**config.mk**
```make
export PLATFORM = sky130hd
export DESIGN_NAME = pabau_cell
export DESIGN_NICKNAME = d
export VERILOG_FILES = /design/src/positional_audio_bearing_and_attenuation_unit_assert.svh /design/src/pabau_pkg.sv /design/src/pabau_cell.sv
export SDC_FILE = /design/constraint.sdc
export NUM_CORES = 2
export LEC_CHECK = 0
export ABC_AREA = 1
export BUFFER_PORTS_ARGS = -buffer_cell sky130_fd_sc_hd__buf_2
export CAP_MARGIN = 20
export CORE_ASPECT_RATIO = 0.7
export CORE_MARGIN = 3
export CORE_UTILIZATION = 31
export DETAILED_ROUTE_END_ITERATION = 12
export PLACE_DENSITY = 0.47
export SLEW_MARGIN = 40
export SYNTH_ARGS = -nofsm -noshare
export SYNTH_HDL_FRONTEND = slang
export SYNTH_SLANG_ARGS = --single-unit
```
**constraint.sdc**
```tcl
create_clock -name clk -period 15.6 [get_ports clk]
set_input_delay 3.12 -clock clk [delete_from_list [all_inputs] [get_ports clk]]
set_output_delay 3.12 -clock clk [all_outputs]
set_load 0.01 [all_outputs]
```
**src/positional_audio_bearing_and_attenuation_unit_assert.svh**
```systemverilog
// assertion macros for the positional audio bearing and attenuation unit
`ifndef POSITIONAL_AUDIO_BEARING_AND_ATTENUATION_UNIT_ASSERT_SVH
`define POSITIONAL_AUDIO_BEARING_AND_ATTENUATION_UNIT_ASSERT_SVH
`ifndef ASSERT_OFF
`define PABAU_ASSERT_HOLD(lbl, clk, rst, cond) \
  lbl: assert property (@(posedge clk) disable iff (rst) cond) else $error("assertion failed");
`define PABAU_ASSERT_NEXT(lbl, clk, a, b) \
  lbl: assert property (@(posedge clk) a |=> b) else $error("assertion failed");
`else
`define PABAU_ASSERT_HOLD(lbl, clk, rst, cond)
`define PABAU_ASSERT_NEXT(lbl, clk, a, b)
`endif
`endif

```
**src/pabau_pkg.sv**
```systemverilog
// shared types and constants of the bearing and attenuation unit
package pabau_pkg;

  localparam int ANG_W = 28;
  localparam int CORDIC_STEPS = 17;
  localparam int LEVEL_STEPS = 8;
  localparam int CORDIC_SHIFT = 24;
  localparam int DEG_SHIFT = 16;
  localparam int FACING_Z_RESET = 256;
  localparam int MAX_DEG = 359;
  localparam int LEVEL_SCALE = 65025;

  typedef logic signed [ANG_W-1:0] ang_t;

  localparam ang_t ANG_FULL = ang_t'(360 * 65536);
  localparam ang_t ANG_HALF = ang_t'(180 * 65536);
  localparam ang_t ANG_QUARTER = ang_t'(90 * 65536);

  localparam logic [2:0] REG_LISTENER_X = 3'd0;
  localparam logic [2:0] REG_LISTENER_Y = 3'd1;
  localparam logic [2:0] REG_LISTENER_Z = 3'd2;
  localparam logic [2:0] REG_FACING_X = 3'd3;
  localparam logic [2:0] REG_FACING_Z = 3'd4;

  typedef struct packed {
    logic       valid;
    logic [3:0] chan;
    logic       snd_fix;
    logic       fac_fix;
    logic       lvl_sat;
    logic       lvl_zero;
  } ctrl_t;

  function automatic ang_t step_angle(input int idx);
    case (idx)
      0: step_angle = ang_t'(2949120);
      1: step_angle = ang_t'(1740967);
      2: step_angle = ang_t'(919879);
      3: step_angle = ang_t'(466945);
      4: step_angle = ang_t'(234379);
      5: step_angle = ang_t'(117304);
      6: step_angle = ang_t'(58666);
      7: step_angle = ang_t'(29335);
      8: step_angle = ang_t'(14668);
      9: step_angle = ang_t'(7334);
      10: step_angle = ang_t'(3667);
      11: step_angle = ang_t'(1833);
      12: step_angle = ang_t'(917);
      13: step_angle = ang_t'(458);
      14: step_angle = ang_t'(229);
      15: step_angle = ang_t'(115);
      16: step_angle = ang_t'(57);
      default: step_angle = ang_t'(0);
    endcase
  endfunction

endpackage

```
**src/pabau_cell.sv**
```systemverilog
// one cordic rotation step for both vectors and, below LEVEL_STEPS, one level search bit
module pabau_cell #(
  parameter int W = 51,
  parameter int LW = 46,
  parameter int FB = 8,
  parameter int IDX = 0
) (
  input  logic                clk,
  input  logic                rst,
  input  pabau_pkg::ctrl_t    ctrl_in,
  output logic                in_ready,
  input  logic signed [W-1:0] sa_in,
  input  logic signed [W-1:0] sb_in,
  input  pabau_pkg::ang_t     sang_in,
  input  logic signed [W-1:0] fa_in,
  input  logic signed [W-1:0] fb_in,
  input  pabau_pkg::ang_t     fang_in,
  input  logic [LW-1:0]       lhs_in,
  input  logic [7:0]          lvl_in,
  output pabau_pkg::ctrl_t    ctrl_out,
  input  logic                out_ready,
  output logic signed [W-1:0] sa_out,
  output logic signed [W-1:0] sb_out,
  output pabau_pkg::ang_t     sang_out,
  output logic signed [W-1:0] fa_out,
  output logic signed [W-1:0] fb_out,
  output pabau_pkg::ang_t     fang_out,
  output logic [LW-1:0]       lhs_out,
  output logic [7:0]          lvl_out
);
  localparam pabau_pkg::ang_t STEP = pabau_pkg::step_angle(IDX);

  logic signed [W-1:0] sa_next, sb_next, fa_next, fb_next;
  pabau_pkg::ang_t     sang_next, fang_next;
  logic [7:0]          lvl_next;

  assign in_ready = !ctrl_out.valid || out_ready;

  always_comb begin
    if (sb_in > 0) begin
      sa_next = sa_in + (sb_in >>> IDX);
      sb_next = sb_in - (sa_in >>> IDX);
      sang_next = ctrl_in.snd_fix ? sang_in : sang_in + STEP;
    end else begin
      sa_next = sa_in - (sb_in >>> IDX);
      sb_next = sb_in + (sa_in >>> IDX);
      sang_next = ctrl_in.snd_fix ? sang_in : sang_in - STEP;
    end
    if (fb_in > 0) begin
      fa_next = fa_in + (fb_in >>> IDX);
      fb_next = fb_in - (fa_in >>> IDX);
      fang_next = ctrl_in.fac_fix ? fang_in : fang_in + STEP;
    end else begin
      fa_next = fa_in - (fb_in >>> IDX);
      fb_next = fb_in + (fa_in >>> IDX);
      fang_next = ctrl_in.fac_fix ? fang_in : fang_in - STEP;
    end
  end

  generate
    if (IDX < pabau_pkg::LEVEL_STEPS) begin : g_level
      logic [7:0]  cand;
      logic [12:0] t;
      logic [25:0] tt;
      always_comb begin
        cand = lvl_in | (8'd1 << (pabau_pkg::LEVEL_STEPS - 1 - IDX));
        t = 13'd255 + 13'd31 * 13'(cand);
        tt = 26'(t) * 26'(t);
        lvl_next = (lhs_in >= (LW'(tt) << (2 * FB))) ? cand : lvl_in;
      end
    end else begin : g_pass
      assign lvl_next = lvl_in;
    end
  endgenerate

  always_ff @(posedge clk) begin
    if (rst) begin
      ctrl_out.valid <= 1'b0;
    end else if (in_ready) begin
      ctrl_out <= ctrl_in;
    end
  end

  always_ff @(posedge clk) begin
    if (in_ready) begin
      sa_out <= sa_next;
      sb_out <= sb_next;
      sang_out <= sang_next;
      fa_out <= fa_next;
      fb_out <= fb_next;
      fang_out <= fang_next;
      lhs_out <= lhs_in;
      lvl_out <= lvl_next;
    end
  end
endmodule

```
## Yosys cells after proc, flatten, opt, wreduce, memory -nomap -nowiden

Index checks and enable logic that the tools add are counted.

| word-level totals | value |
|---|---|
| bits of input ports | 326 |
| register bits | 323 |
| logic and storage cells | 45 |
| output and inout port bits | 324 |

| operators by class | value |
|---|---|
| bitwise gates (word level) | 1 |
| multipliers | 2 |
| reductions and logical operators | 3 |
| order comparisons | 3 |
| muxes and demuxes | 10 |
| add/subtract/negate cells | 11 |

Operators with widths:

| kind | count |
|---|---|
| 51-bit two-way mux | 4 |
| 51-bit subtractor | 4 |
| 28-bit two-way mux | 6 |
| 51-bit adder | 2 |
| 51-bit by 1-bit greater-than comparator with 1-bit output, second input constant | 2 |
| 28-bit by 23-bit adder with 28-bit output, second input constant | 2 |
| 28-bit by 23-bit subtractor with 28-bit output, second input constant | 2 |
| 46-bit by 42-bit greater-or-equal comparator with 1-bit output | 1 |
| 13-bit by 13-bit multiplier with 26-bit output | 1 |
| 8-bit by 13-bit adder with 13-bit output, first input constant | 1 |
| 5-bit by 8-bit multiplier with 13-bit output, first input constant | 1 |
| 2-bit AND reduction | 1 |
| 1-bit logical NOT | 1 |
| 1-bit logical OR | 1 |
| 1-bit inverter | 1 |

## Logic depth before layout (Yosys ltp)

| depth | value |
|---|---|
| depth in word-level cells | 4 |
| depth in mapped cells | 46 |
| depth with buffers taken out | 46 |

## Worst setup path before layout

OpenSTA, ideal clock, no wires.

| path | value |
|---|---|
| path type | in2out |
| from | in out_ready |
| to | out in_ready |
| cell stages on the path | 2 |
| setup slack | 2665 ps |
| data arrival time | 9815 ps |
| buffers on the path | 0 |
| data required time | 12480 ps |
| cell sequence | inv_1 nand2_1 |

| on the way | value |
|---|---|
| cells in the longest elaborated chain, start to end | 1 |

RTL lines:

| item | line | RTL |
|---|---|---|
| start, declared | pabau_cell.sv:21 | `input logic out_ready,` |
| 1-bit logical OR | pabau_cell.sv:37 | `assign in_ready = !ctrl_out.valid \|\| out_ready;` |
| end, declared | pabau_cell.sv:11 | `output logic in_ready,` |

Every way passes these cells.

## Worst setup path after layout

| path | value |
|---|---|
| from | in lvl_in[0] |
| to | reg lvl_out[7] (data pin) |

| on the way | value |
|---|---|
| cells in the longest elaborated chain, start to end | 4 |

RTL lines:

| item | line | RTL |
|---|---|---|
| start, declared | pabau_cell.sv:19 | `input logic [7:0] lvl_in,` |
| 5-bit by 8-bit multiplier with 13-bit output | pabau_cell.sv:67 | `t = 13'd255 + 13'd31 * 13'(cand);` |
| 8-bit by 13-bit adder with 13-bit output | pabau_cell.sv:67 |  |
| 13-bit by 13-bit multiplier with 26-bit output | pabau_cell.sv:68 | `tt = 26'(t) * 26'(t);` |
| 46-bit by 42-bit greater-or-equal comparator with 1-bit output | pabau_cell.sv:69 | `lvl_next = (lhs_in >= (LW'(tt) << (2 * FB))) ? cand : lvl_in;` |
| end signal, assigned | pabau_cell.sv:93 | `lvl_out <= lvl_next;` |
| end, declared | pabau_cell.sv:29 | `output logic [7:0] lvl_out` |

Every way passes these cells.
A chain may end at the register's enable or synchronous reset.

==> flow_metrics.tcl <==
set metrics [dict create \
    rsz0062_at_grt "false" \
    slew_violations 0 \
    clock_sinks 321 \
    cp_top_family "adder cells" \
    grt_overflow 0 \
    syn_avg_cell_area_um2 6.477 \
    synth_nets 7655 \
    synth_top_family_by_area "simple AND/OR/NAND/NOR gates" \
    die_w_um 456.2 \
    clockBufferDepth 3 \
    tritoncts "built" \
    synth_mux_area_share_pct 0 \
    finalCritPeriodShare_pct 77.57 \
    cts_setup_buffers 0 \
    vias 47020 \
    synth_xor_area_share_pct 3.260 \
    antenna_left 0 \
    port_buffers 649 \
    worst-setup-path-type "primary input to register" \
    drt_iter0_drc 4977 \
    final-setup-viol-count 0 \
    drv_cap 0 \
    grt_pass1_wl_um 297500 \
    numCtsBuffers 39 \
    hold_viol 0 \
    cts_resized 0 \
    clk_pin_slew_ps 70 \
    relSlewSlack_pct 33.85 \
    fill_cells 15440 \
    syn_inst 6791 \
    yosysSeqAreaShare_pct 21.89 \
    area_growth_pct 13.88 \
    layout.nets 8186 \
    max_stage_delay_ps 550 \
    post-route-drc-count 0 \
    coreArea_um2 139500 \
    gp_congestion 1.008 \
    row_count 114 \
    worst_pin_slew_ps 981.9 \
    worstSkewPairLatency_ps 640 \
    end_kind "register" \
    period_minus_slack_ps 12100 \
    ys.flop_type "edfxtp_1" \
    critPathRequiredTime_ps 15960 \
    synth-adder-area-share_pct 17.35 \
    dr.pass1.iters 6 \
    cp.arrival_ps 12460 \
    viasPerCell 5.085 \
    start_kind "primary input" \
    synth_compound_area_share_pct 11.42 \
    path_buf_inv 7 \
    cts_max_level 2 \
    async_flop_share_pct 0 \
    max_freq_ghz 0.08264 \
    routedWlPerCell_um 22.88 \
    synth-seq-cells 321 \
    hp-class "register to register" \
    antenna_found_initial 70 \
    die_y_um 321.2 \
    synth_area_um2 43980 \
    crit_slowest_cell "fa_1" \
    dp_hpwl_um 184600 \
    postRouteWirelength_um 211500 \
    grt_max_degree 117 \
    track_usage_pct 27.69 \
    cp_max_fo 18 \
    fin_skew_ps 33.55 \
    initial_utilization_pct 31.53 \
    synth-simple-area-share_pct 32.92 \
    grt_pass1_vias 43580 \
    die-area_um2 146500 \
    ios 650 \
    drive_gt1_share_pct 12.02 \
    status "finished, final reports clean" \
    synth_edf_count 320 \
    ys_types 56 \
    synth_warnings 0 \
    root_buffer "clkbuf_16" \
    cts_hold_buffers 0 \
    setup_tns_ps 0 \
]
[worst register-to-register path, delay by kind of cell (launching register included)]
kind,cells,cell delay [ps]
buf+inv,5,2940
flops,1,350
simple gates,1,310
[synth_stat cells (all sizes together), types with 2 or more instances]
library cell / number / area share [%]
nand2: 2014 / 17
or2: 18 / 0.26
nand4: 140 / 2.0
nand3: 558 / 6.5
a31oi: 8 / 0.11
ha: 418 / 12
a21o: 10 / 0.17
edfxtp: 320 / 22
nor4: 27 / 0.38
o21ai: 400 / 4.6
inv: 1249 / 11
nor3b: 3 / 0.085
xor2: 131 / 2.7
xnor2: 28 / 0.57
buf: 143 / 2.2
a21boi: 22 / 0.38
a211oi: 2 / 0.034
o21bai: 56 / 1.0
nand3b: 3 / 0.051
and2: 29 / 0.42
a21oi: 413 / 4.8
clkbuf: 29 / 0.26
nor3: 57 / 0.73
clkinv: 4 / 0.034
nor2: 569 / 5.1
fa: 120 / 5.5
o211ai: 11 / 0.21
o21a: 4 / 0.068
[per-layer routing]
metal / routed length [um] / part of all wire (%) / vias to the layer above / global-route usage, %
met3: 21340 / 10 / 220 / 7.739
met4: 5636 / 2.7 / 12 / 7.802
met1: 102700 / 49 / 22180 / 41.79
met5: 84 / 0.040 / - / 0
li1: - / - / 22700 / -
met2: 81700 / 39 / 1902 / 37.71
[area by class of cell]
cell class,count,area [um2],share of cell area (%)
Antenna cell,37,92.59,0.1849
Inverter,1253,4705,9.392
Sequential cell,321,9629,19.22
Tap cell,1856,2322,4.636
Clock inverter,28,337.8,0.6745
Clock buffer,43,1012,2.021
Multi-Input combinational cell,5045,28610,57.12
Timing Repair Buffer,662,3378,6.745
[state kept, by name, indices dropped and copies added (netlist names)]
register	count
sang_out	28
ctrl_out	9
fa_out	51
lhs_out	46
sb_out	51
fang_out	28
lvl_out	8
sa_out	50
fb_out	50
[cell families (layout without fill, tap and decap cells)]
kind of cell / Yosys count / in the layout
other cells: 1 / 38
xor+xnor: 159 / 159
flops: 321 / 321
buf+inv: 1425 / 1986
simple gates: 3419 / 3419
fa+ha+maj: 538 / 538
compound gates: 928 / 928
[layout by cell type (no fill, tap or decap), types with 22 or more instances in the layout]
| cell type | n |
|---|---|
| clkbuf_16 | 40 |
| nor2_1 | 530 |
| inv_1 | 1229 |
| a21oi_1 | 400 |
| diode_2 | 37 |
| fa_1 | 120 |
| xnor2_1 | 27 |
| o21ai_1 | 42 |
| xor2_1 | 128 |
| a21boi_0 | 22 |
| ha_1 | 418 |
| o21bai_1 | 49 |
| o21ai_0 | 356 |
| nor2_2 | 34 |
| buf_2 | 649 |
| nor4_1 | 26 |
| nand2_1 | 1978 |
| and2_1 | 25 |
| edfxtp_1 | 320 |
| nand3_1 | 547 |
| nor3_1 | 50 |
| nand4_1 | 140 |
| nand2_2 | 33 |
[final timing paths]
| path | from | to | slack (ps) | depth (start not counted) |
|---|---|---|---|---|
| worst max-delay path | lvl_in[0] | lvl_out[7] | 3500 | 38 |
| worst min-delay path | ctrl_out[8] | ctrl_out[3] | 850 | 1 |
| worst max register to register | ctrl_out[8] | lhs_out[15] | 11690 | 6 |
| worst min register to register | ctrl_out[8] | ctrl_out[3] | 850 | 1 |
[per-stage QoR]
stage	cells	worst slack (ps)	area (um2)	hold WS, ps	utilization [%]
global route	9233	2794	50060	902.1	35.88
CTS	9208	3541	49980	861.5	35.83
finish	9245	3499	50090	854.0	35.91
global placement	9136	2914	48600	843.7	34.84
floorplan	6791	2665	43980	772.5	-
detailed placement	9137	2841	48630	844.9	34.86
Power is left out: the tool's default activity adds up to more than one toggle a clock period on the data nets, which glitch-free logic cannot reach.
