## src/positional_audio_bearing_and_attenuation_unit_assert.svh

```systemverilog
// assertion macros for the positional audio bearing and attenuation unit
`ifndef POSITIONAL_AUDIO_BEARING_AND_ATTENUATION_UNIT_ASSERT_SVH
`define POSITIONAL_AUDIO_BEARING_AND_ATTENUATION_UNIT_ASSERT_SVH
`ifndef ASSERT_OFF
`define PABAU_ASSERT_HOLD(lbl, clk, rst, cond) \
  lbl: assert property (@(posedge clk) disable iff (rst) cond) else $error("assertion failed");
`define PABAU_ASSERT_NEXT(lbl, clk, a, b) \
  lbl: assert property (@(posedge clk) a |=> b) else $error("assertion failed");
`else
`define PABAU_ASSERT_HOLD(lbl, clk, rst, cond)
`define PABAU_ASSERT_NEXT(lbl, clk, a, b)
`endif
`endif

```

## src/pabau_pkg.sv

```systemverilog
// shared types and constants of the bearing and attenuation unit
package pabau_pkg;

  localparam int ANG_W = 28;
  localparam int CORDIC_STEPS = 17;
  localparam int LEVEL_STEPS = 8;
  localparam int CORDIC_SHIFT = 24;
  localparam int DEG_SHIFT = 16;
  localparam int FACING_Z_RESET = 256;
  localparam int MAX_DEG = 359;
  localparam int LEVEL_SCALE = 65025;

  typedef logic signed [ANG_W-1:0] ang_t;

  localparam ang_t ANG_FULL = ang_t'(360 * 65536);
  localparam ang_t ANG_HALF = ang_t'(180 * 65536);
  localparam ang_t ANG_QUARTER = ang_t'(90 * 65536);

  localparam logic [2:0] REG_LISTENER_X = 3'd0;
  localparam logic [2:0] REG_LISTENER_Y = 3'd1;
  localparam logic [2:0] REG_LISTENER_Z = 3'd2;
  localparam logic [2:0] REG_FACING_X = 3'd3;
  localparam logic [2:0] REG_FACING_Z = 3'd4;

  typedef struct packed {
    logic       valid;
    logic [3:0] chan;
    logic       snd_fix;
    logic       fac_fix;
    logic       lvl_sat;
    logic       lvl_zero;
  } ctrl_t;

  function automatic ang_t step_angle(input int idx);
    case (idx)
      0: step_angle = ang_t'(2949120);
      1: step_angle = ang_t'(1740967);
      2: step_angle = ang_t'(919879);
      3: step_angle = ang_t'(466945);
      4: step_angle = ang_t'(234379);
      5: step_angle = ang_t'(117304);
      6: step_angle = ang_t'(58666);
      7: step_angle = ang_t'(29335);
      8: step_angle = ang_t'(14668);
      9: step_angle = ang_t'(7334);
      10: step_angle = ang_t'(3667);
      11: step_angle = ang_t'(1833);
      12: step_angle = ang_t'(917);
      13: step_angle = ang_t'(458);
      14: step_angle = ang_t'(229);
      15: step_angle = ang_t'(115);
      16: step_angle = ang_t'(57);
      default: step_angle = ang_t'(0);
    endcase
  endfunction

endpackage

```

## src/pabau_front.sv

```systemverilog
// offset, squares, cordic setup and scaled distance stages
module pabau_front #(
  parameter int PW = 24,
  parameter int FB = 8,
  parameter int W = 51,
  parameter int SMW = 14,
  parameter int LW = 46
) (
  input  logic                  clk,
  input  logic                  rst,
  input  logic                  in_valid,
  output logic                  in_ready,
  input  logic signed [4:0]     ch,
  input  logic signed [PW-1:0]  sx,
  input  logic signed [PW-1:0]  sy,
  input  logic signed [PW-1:0]  sz,
  input  logic signed [PW-1:0]  lx,
  input  logic signed [PW-1:0]  ly,
  input  logic signed [PW-1:0]  lz,
  input  logic signed [PW-1:0]  fx,
  input  logic signed [PW-1:0]  fz,
  output pabau_pkg::ctrl_t      ctrl_out,
  input  logic                  out_ready,
  output logic signed [W-1:0]   sa,
  output logic signed [W-1:0]   sb,
  output pabau_pkg::ang_t       sang,
  output logic signed [W-1:0]   fa,
  output logic signed [W-1:0]   fb,
  output pabau_pkg::ang_t       fang,
  output logic [LW-1:0]         lhs
);
  localparam int CW = (PW + 1 > SMW) ? PW + 1 : SMW;
  localparam logic [CW-1:0] LIM = CW'(1) << (5 + FB);
  localparam int SW = 2 * SMW + 2;

  logic                 v1;
  logic [3:0]           ch1;
  logic signed [PW:0]   dx, dy, dz, fx1, fz1;
  logic                 r1, r2, r3;

  pabau_pkg::ctrl_t     c2, c2_next;
  logic [2*SMW-1:0]     qx, qy, qz;
  logic signed [W-1:0]  sa2, sb2, fa2, fb2;
  pabau_pkg::ang_t      sang2, fang2;

  logic [PW:0]          mx, my, mz;
  logic [SMW-1:0]       tx, ty, tz;
  logic signed [W-1:0]  sa_next, sb_next, fa_next, fb_next;
  pabau_pkg::ang_t      sang_next, fang_next;
  logic                 sfix, ffix;
  logic [SW-1:0]        sum;
  pabau_pkg::ctrl_t     ctrl_next;

  assign r3 = !ctrl_out.valid || out_ready;
  assign r2 = !c2.valid || r3;
  assign r1 = !v1 || r2;
  assign in_ready = r1;

  always_ff @(posedge clk) begin
    if (rst) begin
      v1 <= 1'b0;
    end else if (r1) begin
      v1 <= in_valid && !ch[4];
    end
  end

  always_ff @(posedge clk) begin
    if (r1) begin
      ch1 <= ch[3:0];
      dx <= (PW+1)'(sx) - (PW+1)'(lx);
      dy <= (PW+1)'(sy) - (PW+1)'(ly);
      dz <= (PW+1)'(sz) - (PW+1)'(lz);
      fx1 <= (PW+1)'(fx);
      fz1 <= (PW+1)'(fz);
    end
  end

  function automatic logic [PW:0] magn(input logic signed [PW:0] d);
    magn = d[PW] ? (PW+1)'(-d) : (PW+1)'(d);
  endfunction

  always_comb begin
    logic signed [W-1:0] a0, b0;
    mx = magn(dx);
    my = magn(dy);
    mz = magn(dz);
    tx = SMW'(mx);
    ty = SMW'(my);
    tz = SMW'(mz);
    sfix = (dx == '0) || (dz == '0);
    ffix = (fx1 == '0) || (fz1 == '0);
    a0 = W'(dz) <<< pabau_pkg::CORDIC_SHIFT;
    b0 = W'(dx) <<< pabau_pkg::CORDIC_SHIFT;
    if (dz < 0) begin
      sa_next = -a0;
      sb_next = -b0;
      sang_next = pabau_pkg::ANG_HALF;
    end else begin
      sa_next = a0;
      sb_next = b0;
      sang_next = '0;
    end
    if (dx == '0) begin
      sang_next = (dz < 0) ? pabau_pkg::ANG_HALF : pabau_pkg::ang_t'(0);
    end else if (dz == '0) begin
      sang_next = (dx > 0) ? pabau_pkg::ANG_QUARTER : -pabau_pkg::ANG_QUARTER;
    end
    a0 = W'(fz1) <<< pabau_pkg::CORDIC_SHIFT;
    b0 = W'(fx1) <<< pabau_pkg::CORDIC_SHIFT;
    if (fz1 < 0) begin
      fa_next = -a0;
      fb_next = -b0;
      fang_next = pabau_pkg::ANG_HALF;
    end else begin
      fa_next = a0;
      fb_next = b0;
      fang_next = '0;
    end
    if (fx1 == '0) begin
      fang_next = (fz1 < 0) ? pabau_pkg::ANG_HALF : pabau_pkg::ang_t'(0);
    end else if (fz1 == '0) begin
      fang_next = (fx1 > 0) ? pabau_pkg::ANG_QUARTER : -pabau_pkg::ANG_QUARTER;
    end
    c2_next.valid = v1;
    c2_next.chan = ch1;
    c2_next.snd_fix = sfix;
    c2_next.fac_fix = ffix;
    c2_next.lvl_sat = (CW'(mx) > LIM) || (CW'(my) > LIM) || (CW'(mz) > LIM);
    c2_next.lvl_zero = 1'b0;
  end

  always_ff @(posedge clk) begin
    if (rst) begin
      c2.valid <= 1'b0;
    end else if (r2) begin
      c2 <= c2_next;
    end
  end

  always_ff @(posedge clk) begin
    if (r2) begin
      qx <= (2*SMW)'(tx) * (2*SMW)'(tx);
      qy <= (2*SMW)'(ty) * (2*SMW)'(ty);
      qz <= (2*SMW)'(tz) * (2*SMW)'(tz);
      sa2 <= sa_next;
      sb2 <= sb_next;
      sang2 <= sang_next;
      fa2 <= fa_next;
      fb2 <= fb_next;
      fang2 <= fang_next;
    end
  end

  assign sum = SW'(qx) + SW'(qy) + SW'(qz);

  always_comb begin
    ctrl_next = c2;
    ctrl_next.lvl_zero = sum <= (SW'(1) << (2 * FB));
  end

  always_ff @(posedge clk) begin
    if (rst) begin
      ctrl_out.valid <= 1'b0;
    end else if (r3) begin
      ctrl_out <= ctrl_next;
    end
  end

  always_ff @(posedge clk) begin
    if (r3) begin
      lhs <= LW'(sum) * LW'(pabau_pkg::LEVEL_SCALE);
      sa <= sa2;
      sb <= sb2;
      sang <= sang2;
      fa <= fa2;
      fb <= fb2;
      fang <= fang2;
    end
  end
endmodule

```

## config.mk

```make
export PLATFORM = sky130hd
export DESIGN_NAME = pabau_front
export DESIGN_NICKNAME = d
export VERILOG_FILES = /design/src/positional_audio_bearing_and_attenuation_unit_assert.svh /design/src/pabau_pkg.sv /design/src/pabau_front.sv
export SDC_FILE = /design/constraint.sdc
export NUM_CORES = 2
export LEC_CHECK = 0
export BUFFER_PORTS_ARGS = -buffer_cell sky130_fd_sc_hd__buf_2
export CORE_ASPECT_RATIO = 0.7
export CORE_MARGIN = 3
export CORE_UTILIZATION = 55
export CTS_BUF_LIST = sky130_fd_sc_hd__clkbuf_2 sky130_fd_sc_hd__clkbuf_4 sky130_fd_sc_hd__clkbuf_8
export CTS_CLUSTER_SIZE = 25
export DETAILED_ROUTE_END_ITERATION = 8
export HOLD_SLACK_MARGIN = 0.1
export PLACE_DENSITY = 0.76
export SLEW_MARGIN = 20
export SYNTH_ARGS = -nofsm -noshare
export SYNTH_HDL_FRONTEND = slang
export SYNTH_SLANG_ARGS = --single-unit
```

## constraint.sdc

```tcl
create_clock -name clk -period 10.8 [get_ports clk]
set_input_delay 1.62 -clock clk [delete_from_list [all_inputs] [get_ports clk]]
set_output_delay 1.62 -clock clk [all_outputs]
set_load 0.02 [all_outputs]
```

======== Word level (Yosys, flattened, before mapping) ========
Index checks and enable logic that the tools add are counted.
storage, ports and cells
  bits in registers ....................... 795
  input port bits ......................... 201
  output and inout bits ................... 316
  logic and storage cells ................. 96
cells by class
  $add $sub $neg .......................... 12
  multipliers ............................. 4
  order comparisons ....................... 8
  muxes and demuxes ....................... 15
  bitwise logic cells ..................... 1
  reductions and logical operators ........ 18
operators with widths
  operator                                                          number
  2-to-1 mux 51 bit                                                 4
  2-to-1 mux 28 bit                                                 6
  negator 48 -> 51 bit                                              2
  negator 49 -> 51 bit                                              2
  logical NOT 25 bit                                                4
  multiplier 14 x 14 -> 28 bit                                      3
  greater-than comparator 25 x 14 -> 1 bit, second input constant   3
  2-to-1 mux 25 bit                                                 3
  negator 25 bit                                                    3
  subtractor 24 x 24 -> 25 bit                                      3
  2-to-1 mux 24 bit                                                 2
  multiplier 30 x 16 -> 46 bit, second input constant               1
  adder 29 x 28 -> 30 bit                                           1
  less-or-equal comparator 30 x 17 -> 1 bit, second input constant  1
  adder 28 x 28 -> 29 bit                                           1
  greater-than comparator 25 x 1 -> 1 bit, second input constant    1
  less-than comparator 25 x 1 -> 1 bit, second input constant       1
  greater-than comparator 24 x 1 -> 1 bit, second input constant    1
  less-than comparator 24 x 1 -> 1 bit, second input constant       1
  logical OR 1 bit                                                  7
  logical NOT 1 bit                                                 4
  AND reduction 2 bit                                               2
  logical AND 1 bit                                                 1
  NOT 1 bit                                                         1

======== Logic depth before layout (Yosys ltp) ========
  depth after elaboration ................. 5
  mapped depth ............................ 35
  gate-level depth less buffers ........... 35

======== Worst setup path after synthesis ========
Ideal clock, no wire load.
  path type ............................... register -> register
  start point ............................. register qx[11]
  end point ............................... register lhs[43], data pin
  setup time .............................. 0.259 ns
  data arrival time ....................... 7.872 ns
  required time ........................... 10.541 ns
  path slack .............................. 2.669 ns
  cell stages (with the launch flop) ...... 30
  buffers on the path ..................... 0
  clock period less this slack ............ 8.131 ns
  cell sequence ........................... edfxtp_1 -> fa_1 -> ha_1 -> nand4_1 -> or2_2 -> o311a_1 -> o21ai_0 -> a21oi_1 -> o21bai_1 -> xor2_1 -> inv_1 -> fa_1 -> fa_1 -> inv_1 -> fa_1 -> fa_1 -> inv_1 -> fa_1 -> inv_1 -> ha_1 -> ha_1 -> a21o_1 -> a21oi_1 -> o21ai_0 -> a22o_1 -> a21oi_1 -> o21ai_0 -> a21boi_0 -> nor3_1 -> a211o_1
on the way
  word-level cells in the longest chain between the ends .. 3
RTL lines
  what                          RTL line            text
  from (decl)                   pabau_front.sv:42   logic [2*SMW-1:0] qx, qy, qz;
  from (signal assigned)        pabau_front.sv:142  qx <= (2*SMW)'(tx) * (2*SMW)'(tx);
  adder 28 x 28 -> 29 bit       pabau_front.sv:154  assign sum = SW'(qx) + SW'(qy) + SW'(qz);
  adder 29 x 28 -> 30 bit       pabau_front.sv:154
  multiplier 30 x 16 -> 46 bit  pabau_front.sv:171  lhs <= LW'(sum) * LW'(pabau_pkg::LEVEL_SCALE);
  to (signal assigned)          pabau_front.sv:171
  to (decl)                     pabau_front.sv:30   output logic [LW-1:0] lhs
No other way between the ends.
A chain may end at the register's enable or synchronous reset.

======== Final worst setup path ========
  start point ............................. register qy[3]
  end point ............................... register lhs[43], data pin
on the way
  word-level cells in the longest chain between the ends .. 3
RTL lines
  what                          RTL line            text
  from (decl)                   pabau_front.sv:42
  from (signal assigned)        pabau_front.sv:143  qy <= (2*SMW)'(ty) * (2*SMW)'(ty);
  adder 28 x 28 -> 29 bit       pabau_front.sv:154
  adder 29 x 28 -> 30 bit       pabau_front.sv:154
  multiplier 30 x 16 -> 46 bit  pabau_front.sv:171
No other way between the ends.

==> results.sh <==
export IMPL_syn_avg_cell_area_um2=10.9
export IMPL_nets=5952
export IMPL_min_period_over_period_pct=83.5
export IMPL_cts_tree="yes"
export IMPL_gp_congestion=0.917
export IMPL_ys_flop_type="edfxtp_1"
export IMPL_ys_seq_elements=506
export IMPL_hold_path_class="flop to flop"
export IMPL_slew_viol_final=0
export IMPL_hold_slack_ns=0.406
export IMPL_async_flop_share_pct=0
export IMPL_reg2reg_slack_ns=1.78
export IMPL_setup_worst_path_end="lhs[43]"
export IMPL_num_rows=88
export IMPL_place_ws_ns=1.83
export IMPL_path_class="flop to flop"
export IMPL_clk_insertion_delay_late_ns=0.72
export IMPL_end_kind="flop"
export IMPL_worstSetupStartpointType="flop"
export IMPL_synth_area_um2=46900
export IMPL_post_cts_buffers=0
export IMPL_dp_cells=5784
export IMPL_htreeDepth=3
export IMPL_synth_edf_count=503
export IMPL_synthMuxAreaShare_pct=0.176
export IMPL_regToRegEndpoint="lhs[43]"
export IMPL_viasPerCell=5.40
export IMPL_tightestPinTransition_ns=1.12
export IMPL_fin_tns_setup_ns=0
export IMPL_ys_seq_area_share_pct=32.3
export IMPL_syn_to_final_growth_pct=10.0
export IMPL_synthAdderAreaFrac_pct=34.9
export IMPL_critPathRequiredTime_ns=11.25
export IMPL_track_usage_pct=23.7
export IMPL_cp_slowest_stage_delay_ns=0.66
export IMPL_status="completed"
export IMPL_drc_errors=0
export IMPL_root_buffer="clkbuf_8"
export IMPL_cts_path_max_buffers=3
export IMPL_core_um2=83500
export IMPL_layout_common_cells="inv_1, ha_1, edfxtp_1"
export IMPL_crit_arrival_ns=9.46
export IMPL_cts_num_sinks=506
export IMPL_portBuffers=386
export IMPL_synth_top_family_by_area="adder cells"
export IMPL_ant_nets=0
export IMPL_fillers=6771
export IMPL_grt_pass1_vias=31700
export IMPL_wl_um=105000
export IMPL_fmax_mhz=111
export IMPL_postCtsHoldBufs=0
export IMPL_cts_buffers=82
export IMPL_finalNonFillerCells=5946
export IMPL_critPathSlowestCell="xor2_1"
export IMPL_final_common_cell="inv_1"
export IMPL_reg2reg_from="qy[3]"
export IMPL_rsz0062_at_grt="false"
export IMPL_skew_ns=0.0432
export IMPL_seq_area_um2=15200
export IMPL_yosys_warnings=0
export IMPL_startpoint="qy[3]"
export IMPL_grt_pass1_wl_um=168000
export IMPL_post_cts_resize_count=0
export IMPL_vias=32100
export IMPL_dieArea_um2=88900
export IMPL_drv_cap=0
export IMPL_drt_pass1_iter_count=6
export IMPL_antenna_found_initial=11
export IMPL_ff2ff_path_depth=32
export IMPL_clk_transition_reported_paths_ns=0.06
export IMPL_overflow=0
export IMPL_fin_ws_ns=1.78
export IMPL_drive_gt1_share_pct=12.6
export IMPL_multi_input_area_um2=28300
export IMPL_wl_per_cell_um=17.7
export IMPL_max_slew_margin_pct=25.0
export IMPL_finalSetupViolCount=0
export IMPL_die_h_um=250
export IMPL_grt_max_degree=85
export IMPL_die_width_um=355
export IMPL_dp_hpwl_um=85100
export IMPL_fin_crit_ns=9.02
export IMPL_ios=517
export IMPL_synth_simple_area_share_pct=8.92
export IMPL_synth_xor_xnor_area_share_pct=6.27
export IMPL_initial_core_util_pct=56.2
export IMPL_finalHoldViolCount=0
export IMPL_synth_compound_area_share_pct=8.91
export IMPL_ys_types=80
export IMPL_cp_max_fo=5
export IMPL_syn_inst=4310
export IMPL_drtIter0Drc=2273
[metrics by stage]
stage / area (um2) / util [%]
2_1_floorplan: 47400 / -
3_3_place_gp: 49700 / 59.6
3_5_place_dp: 49700 / 59.6
4_1_cts: 51600 / 61.8
5_1_grt: 51600 / 61.8
6_report: 51600 / 61.9
[synthesized netlist by cell type, types with 7 or more instances]
| master | count | area share [%] |
|---|---|---|
| inv_1 | 702 | 5.6 |
| ha_1 | 510 | 14 |
| edfxtp_1 | 503 | 32 |
| fa_1 | 498 | 21 |
| nor2_1 | 327 | 2.6 |
| xnor2_1 | 255 | 4.8 |
| nand2_1 | 200 | 1.6 |
| a21oi_1 | 171 | 1.8 |
| buf_4 | 142 | 2.3 |
| o21ai_0 | 138 | 1.5 |
| a21o_1 | 92 | 1.5 |
| xor2_1 | 77 | 1.4 |
| nor3_1 | 64 | 0.68 |
| clkbuf_1 | 63 | 0.50 |
| nand3_1 | 50 | 0.53 |
| nand2b_1 | 44 | 0.59 |
| o31ai_1 | 44 | 0.70 |
| a211oi_1 | 27 | 0.43 |
| o21bai_1 | 27 | 0.43 |
| nor2b_1 | 26 | 0.35 |
| or3_1 | 26 | 0.35 |
| nand4_1 | 25 | 0.33 |
| o21a_1 | 25 | 0.40 |
| and3_1 | 23 | 0.31 |
| a31oi_1 | 21 | 0.28 |
| nor4_1 | 20 | 0.27 |
| or2_2 | 18 | 0.24 |
| o41ai_1 | 17 | 0.32 |
| and2_1 | 14 | 0.19 |
| or4_1 | 14 | 0.22 |
| a21boi_0 | 12 | 0.19 |
| o211ai_1 | 7 | 0.11 |
| o31a_1 | 7 | 0.13 |
[worst max-delay path, delay by kind of cell, from the launching register on]
kind                     cells  cell delay [ns]
XOR/XNOR                     1             0.66
buffers and inverters        7             0.59
AO/OA/AOI/OAI               11             2.58
AND/OR/NAND/NOR              3             0.38
flip-flops                   1             0.36
adder cells (fa/ha/maj)     10             4.20
[sequential cells by signal (all words and copies together) (netlist names), 8 cells and up]
name / cells
qy: 27
dz: 25
c2: 8
dx: 25
sb2: 26
sb: 27
qx: 27
dy: 25
ctrl_out: 9
fa2: 27
lhs: 46
fx1: 24
fz1: 24
sa2: 26
fa: 27
qz: 27
sa: 27
fb: 27
fb2: 27
[metal layers]
| layer | wire length, um | vias up | track usage, % | share of wire, % |
|---|---|---|---|---|
| li1 | - | 15200 | - | - |
| met2 | 46200 | 1239 | 35.1 | 44 |
| met3 | 9590 | 153 | 5.86 | 9.1 |
| met1 | 46800 | 15500 | 34.7 | 44 |
| met4 | 2640 | 0 | 6.50 | 2.5 |
| met5 | 0 | - | 0 | 0 |
[worst min path at each step]
| stage | start | endpoint | slack, ns | cells past startpoint |
|---|---|---|---|---|
| 3_5_place_dp | c2[6] | ctrl_out[6] | 0.40 | 0 |
| 3_3_place_gp | c2[5] | ctrl_out[5] | 0.40 | 0 |
| 6_report | c2[6] | ctrl_out[6] | 0.41 | 0 |
| 2_1_floorplan | ch1[0] | c2[4] | 0.40 | 0 |
| 5_1_grt | sb2[29] | sb[29] | 0.41 | 0 |
| 4_1_cts | sa2[43] | sa[43] | 0.40 | 0 |
[cells by family (layout without fill, tap and decap cells)]
kind of cell,Yosys count,count (layout)
xor+xnor,334,334
other cells,1,144
compound gates,647,647
fa+ha+maj,1009,1009
simple gates,886,886
flops,506,506
buf+inv,919,1287
mux,8,8
[layout make-up]
type                            instances  area share (%)
Antenna cell                            9          0.0436
Clock buffer                          101            2.46
Clock inverter                         52            1.13
Inverter                              708            5.17
Multi-Input combinational cell       3019            54.8
Sequential cell                       506            29.4
Tap cell                             1125            2.73
Timing Repair Buffer                  426            4.32
Power is left out: the tool's default activity adds up to more than one toggle a clock period on the data nets, which glitch-free logic cannot reach.
